==> src/lld_pkg.sv <==
`timescale 1ns / 1ps
`default_nettype none
// ----------------------------------------------------------------------------
// lld_pkg
// Shared constants for the 3D line to line distance block.
// ----------------------------------------------------------------------------
package lld_pkg;

    localparam int COORD_WIDTH_DEF = 32;  // origin width, signed Q16.16
    localparam int DIR_W           = 16;  // direction width, signed Q1.14
    localparam int SCALE_SH        = 28;  // squared direction scale, 2^28
    localparam int NN_W            = 64;  // squared cross norm, units 2^-56
    localparam int CFG_W           = 32;  // parallel limit register
    localparam int FIFO_DEPTH      = 4;   // queue between front and back
    localparam int FRONT_STAGES    = 5;
    localparam int PRE_STAGES      = 3;   // back stages ahead of the root search

endpackage

`default_nettype wire

==> src/lld_fifo.sv <==
`timescale 1ns / 1ps
`default_nettype none
// ----------------------------------------------------------------------------
// lld_fifo
// Short register queue between the classify front and the root search back.
// ----------------------------------------------------------------------------
module lld_fifo import lld_pkg::*;
#(
    parameter int W     = 8,
    parameter int DEPTH = FIFO_DEPTH,
    localparam int PTRW = $clog2(DEPTH)
)
(
    input  wire logic         clk,
    input  wire logic         rst_n,
    input  wire logic         push,
    input  wire logic [W-1:0] push_data,
    output logic              full,
    input  wire logic         pop,
    output logic [W-1:0]      pop_data,
    output logic              empty
);

    logic [W-1:0]    mem_reg [DEPTH];
    logic [PTRW-1:0] wr_reg, rd_reg;
    logic [PTRW:0]   cnt_reg;

    assign full     = cnt_reg == (PTRW + 1)'(DEPTH);
    assign empty    = cnt_reg == '0;
    assign pop_data = mem_reg[rd_reg];

    always_ff @(posedge clk or negedge rst_n)
    begin
        if (!rst_n)
        begin
            wr_reg  <= '0;
            rd_reg  <= '0;
            cnt_reg <= '0;
        end
        else
        begin
            if (push)
                wr_reg <= (wr_reg == PTRW'(DEPTH - 1)) ? '0 : wr_reg + 1'b1;
            if (pop)
                rd_reg <= (rd_reg == PTRW'(DEPTH - 1)) ? '0 : rd_reg + 1'b1;
            cnt_reg <= cnt_reg + (PTRW + 1)'(push) - (PTRW + 1)'(pop);
        end
    end

    always_ff @(posedge clk)
    begin
        if (push)
            mem_reg[wr_reg] <= push_data;
    end

endmodule

`default_nettype wire

==> config.mk <==
export PLATFORM = sky130hd
export DESIGN_NAME = lld_fifo
export DESIGN_NICKNAME = d
export VERILOG_FILES = /design/src/lld_pkg.sv /design/src/lld_fifo.sv
export SDC_FILE = /design/constraint.sdc
export NUM_CORES = 1
export LEC_CHECK = 0
export BUFFER_PORTS_ARGS = -buffer_cell sky130_fd_sc_hd__buf_4
export CORE_MARGIN = 3
export CORE_UTILIZATION = 63
export CTS_BUF_LIST = sky130_fd_sc_hd__clkbuf_4
export DETAILED_ROUTE_END_ITERATION = 12
export HOLD_SLACK_MARGIN = 0.12
export PLACE_DENSITY_LB_ADDON = 0.25
export SYNTH_ARGS = -nofsm -noshare
export SYNTH_HDL_FRONTEND = slang
export SYNTH_SLANG_ARGS = --single-unit
==> constraint.sdc <==
create_clock -name clk -period 4.55 [get_ports clk]
set_clock_uncertainty 0.15 [all_clocks]
set_input_delay 0.91 -clock clk [delete_from_list [all_inputs] [get_ports clk]]
set_output_delay 0.91 -clock clk [all_outputs]
set_load 0.1 [all_outputs]
# ---- Yosys cells after proc, flatten, opt, wreduce, memory -nomap -nowiden
# Memory sizes are Yosys's and may differ from the RTL's.
# Index checks and enable logic that the tools add are counted.
dict set report totals {
  regBits 7
  latch_bits 0
  ram_bits 32
  rom_bits 0
  output_inout_bits 10
  elab_cells 16
  mem_count 1
}
# name depth word_bits rd rd_ports_with_merged_regs wr line_no
set memory_table {}
lappend memory_table {mem_reg 4 8 1 0 1 lld_fifo.sv:24} ;# logic [W-1:0] mem_reg [DEPTH];
dict set report classes {
  n_addsub 4
  multipliers 0
  n_div 0
  magnitude_cmp 0
  eq_ne 3
  shifts 0
  mux 4
  bitwise 0
  reduce_logical 1
}
# op n
set ops {}
lappend ops {{2-bit by 1-bit adder with 2-bit output (second input constant)} 2}
lappend ops {{2-bit equality test (second input constant)} 2}
lappend ops {{2-bit two-way mux} 2}
lappend ops {{3-bit by 1-bit adder with 3-bit output} 1}
lappend ops {{3-bit equality test (second input constant)} 1}
lappend ops {{3-bit zero test} 1}
lappend ops {{3-bit by 1-bit subtractor with 3-bit output} 1}
lappend ops {{1-bit two-way mux} 2}

# ---- Longest topological paths before layout
dict set report logic_depth {
  word_depth 2
  mapped_depth 7
}

# ---- Least setup slack after synthesis
# Ideal clock, no wire load.
dict set report synth_path {
  path_type {register -> output}
  start {register cnt_reg[2]}
  end {output port empty}
  arrival_time_ns 2.454
  setup_slack_ns 1.036
  stages_incl_launch_ff 2
  path_cell_list {dfrtp_1 nor3_1}
}
dict set report synth_via {
  elab_chain_len 1
}
# item line_no
set synth_rtl {}
lappend synth_rtl {{from (decl)} lld_fifo.sv:26} ;# logic [PTRW:0] cnt_reg;
lappend synth_rtl {{from (signal assigned)} lld_fifo.sv:46} ;# cnt_reg <= cnt_reg + (PTRW + 1)'(push) - (PTRW + 1)'(pop);
lappend synth_rtl {{3-bit zero test} lld_fifo.sv:29} ;# assign empty = cnt_reg == '0;
lappend synth_rtl {{to (decl)} lld_fifo.sv:21} ;# output logic empty
# No other way between the ends.

# ---- Final worst setup path
dict set report layout_path {
  start {register rd_reg[0]}
  end {output port pop_data[6]}
}
dict set report layout_via {
  elab_chain_len 1
}
# item line_no
set layout_rtl {}
lappend layout_rtl {{from (decl)} lld_fifo.sv:25} ;# logic [PTRW-1:0] wr_reg, rd_reg;
lappend layout_rtl {{from (signal assigned)} lld_fifo.sv:45} ;# rd_reg <= (rd_reg == PTRW'(DEPTH - 1)) ? '0 : rd_reg + 1'b1;
lappend layout_rtl {{memory 4 x 8 bit} -}
lappend layout_rtl {{to (decl)} lld_fifo.sv:20} ;# output logic [W-1:0] pop_data,
# No other way between the ends.

==> flow_metrics.tcl <==
set metrics [dict create \
    cts_root_buf "clkbuf_4" \
    crit_path_start_kind "flop" \
    num_vias 729 \
    synth_ff_type "edfxtp_1" \
    wl_per_cell_um 18.1 \
    clock_latency_ns 0.32 \
    grt_pass1_vias 814 \
    htreeDepth 2 \
    ys_top_cells_by_area "edfxtp_1, mux4_2, dfrtp_1" \
    cts.path.max_buffers 2 \
    synthTopCellsByCount "edfxtp_1, mux4_2, dfrtp_1, ha_1, inv_1" \
    rsz0062_at_grt "false" \
    ys_types 17 \
    yosysSeqAreaShare 0.726 \
    netlist.area_leader.share 0.614 \
    path_class "reg2out" \
    ff_latch_area_um2 1140 \
    synth_seq_cells 39 \
    die_h_um 55.8 \
    finalSetupViolCount 0 \
    hold_path_class "in2async" \
    status "finished, final reports clean" \
    start_util 0.688 \
    clock-sinks 39 \
    area_growth_pct 14.9 \
    ys.warnings.count 0 \
    die_w_um 55.8 \
    nets 124 \
    dp_hpwl_um 1750 \
    crit_arrival_ns 1.85 \
    final_antenna_net_count 0 \
    min_period_over_period 0.640 \
    avgSynthCellArea_um2 20.1 \
    finalHoldViolCount 0 \
    max_cap_viol_count 0 \
    fill_cells 114 \
    cp-end-kind "primary output" \
    ys_async_sr_fraction 0.179 \
    worstMarginPinSlew_ns 0.553 \
    slew_violations 0 \
    grt_util_all_layers 0.181 \
    initialDrtViolationCount 14 \
    fin_ws_ns 1.64 \
    routed_wl_um 2400 \
    synth_top_cell_by_area "edfxtp_1" \
    syn-num-nets 98 \
    cts_setup_buffers 0 \
    slew_headroom 0.631 \
    syn-cell-area_um2 1570 \
    largest_reg_flops 32 \
    fmax_mhz 343 \
    post-route-drc-count 0 \
    numCtsBuffers 5 \
    grt_max_degree 12 \
    grt-ovfl-total 0 \
    num_antenna_cells 0 \
    cts_tree "done" \
    drive_gt1_frac 0.371 \
    synthCells 78 \
    postCtsHoldBufs 0 \
    cts_resized 0 \
    dieArea_um2 3120 \
    grt_pass1_wl_um 4080 \
    rows 17 \
    cp.required_ns 3.49 \
    synth_edf_count 32 \
    io-pin-count 22 \
    fp.coreArea_um2 2280 \
    finalCriticalPeriod_ns 2.91 \
    fin_tns_setup_ns 0 \
    yosysMostFrequentCell "edfxtp_1" \
    vias_per_cell 5.48 \
    antenna_found_initial 0 \
    crit_fanout 11 \
    clk_pin_slew_ns 0.11 \
    drtPass1Iterations 4 \
    post-place-ws_ns 1.95 \
    place.gp.congestion 0.731 \
    multi_input_area_um2 390 \
    hold_slack_ns 0.225 \
    place.port_buffers 21 \
]
[final timing paths]
check                           slack [ns]  startpoint           to  cells past startpoint
min in group clk                      0.48   wr_reg[1]    wr_reg[1]                      2
max in group asynchronous             3.90       rst_n   cnt_reg[1]                      1
worst max register to register        2.70  cnt_reg[0]   cnt_reg[2]                      7
worst min-delay path                  0.23       rst_n    rd_reg[1]                      1
worst max-delay path                  1.64   rd_reg[0]  pop_data[6]                      2
worst min register to register        0.48   wr_reg[1]    wr_reg[1]                      2
[routing by layer]
layer | track usage | vias to the layer above | share of wire
met1 | 0.243 | 354 | 0.41
li1 | - | 344 | -
met3 | 0.0626 | 4 | 0.061
met2 | 0.285 | 27 | 0.52
met4 | 0.0508 | 0 | 0.014
met5 | 0 | - | 0
[cell usage in the layout (no fill, tap or decap)]
cell type,n
clkbuf_4,7
clkinv_2,1
xnor2_1,2
dfrtp_1,7
nand2_1,1
o21ai_0,2
and2_1,4
ha_1,7
nor2_1,1
and3_1,1
nor3_1,1
inv_1,6
mux4_2,8
buf_4,21
edfxtp_1,32
mux2_2,2
or3b_1,1
fa_1,1
[logic make-up (layout without fill, tap and decap cells)]
kind of cell,after synthesis,in the layout,synth area share
xor+xnor,2,2,0.0112
compound gates,2,2,0.00640
buf+inv,8,35,0.0248
flops,39,39,0.726
fa+ha+maj,8,8,0.0687
mux,10,10,0.129
simple gates,9,9,0.0336
[final cells by class]
type / count / share of cell area
inverters: 6 / 0.0125
flip-flops and latches: 39 / 0.631
well taps: 28 / 0.0195
repair buffers: 21 / 0.0876
clock inverters: 1 / 0.00278
clock buffers: 7 / 0.0292
multi-input cells: 31 / 0.217
[critical path: stages (launching register included)]
cell     delay [ns]
dfrtp_1        0.71
mux4_2         0.57
buf_4          0.25
[stage by stage]
step                       util  cell area [um2]  instances
after CTS                 0.791             1800        133
after floorplan               -             1570         78
after global placement    0.765             1740        125
final                     0.791             1800        133
after detailed placement  0.765             1740        125
after global routing      0.791             1800        133
Power is not shown: default switching activity piles up to over one toggle a cycle in this logic, so the estimate is an artifact.
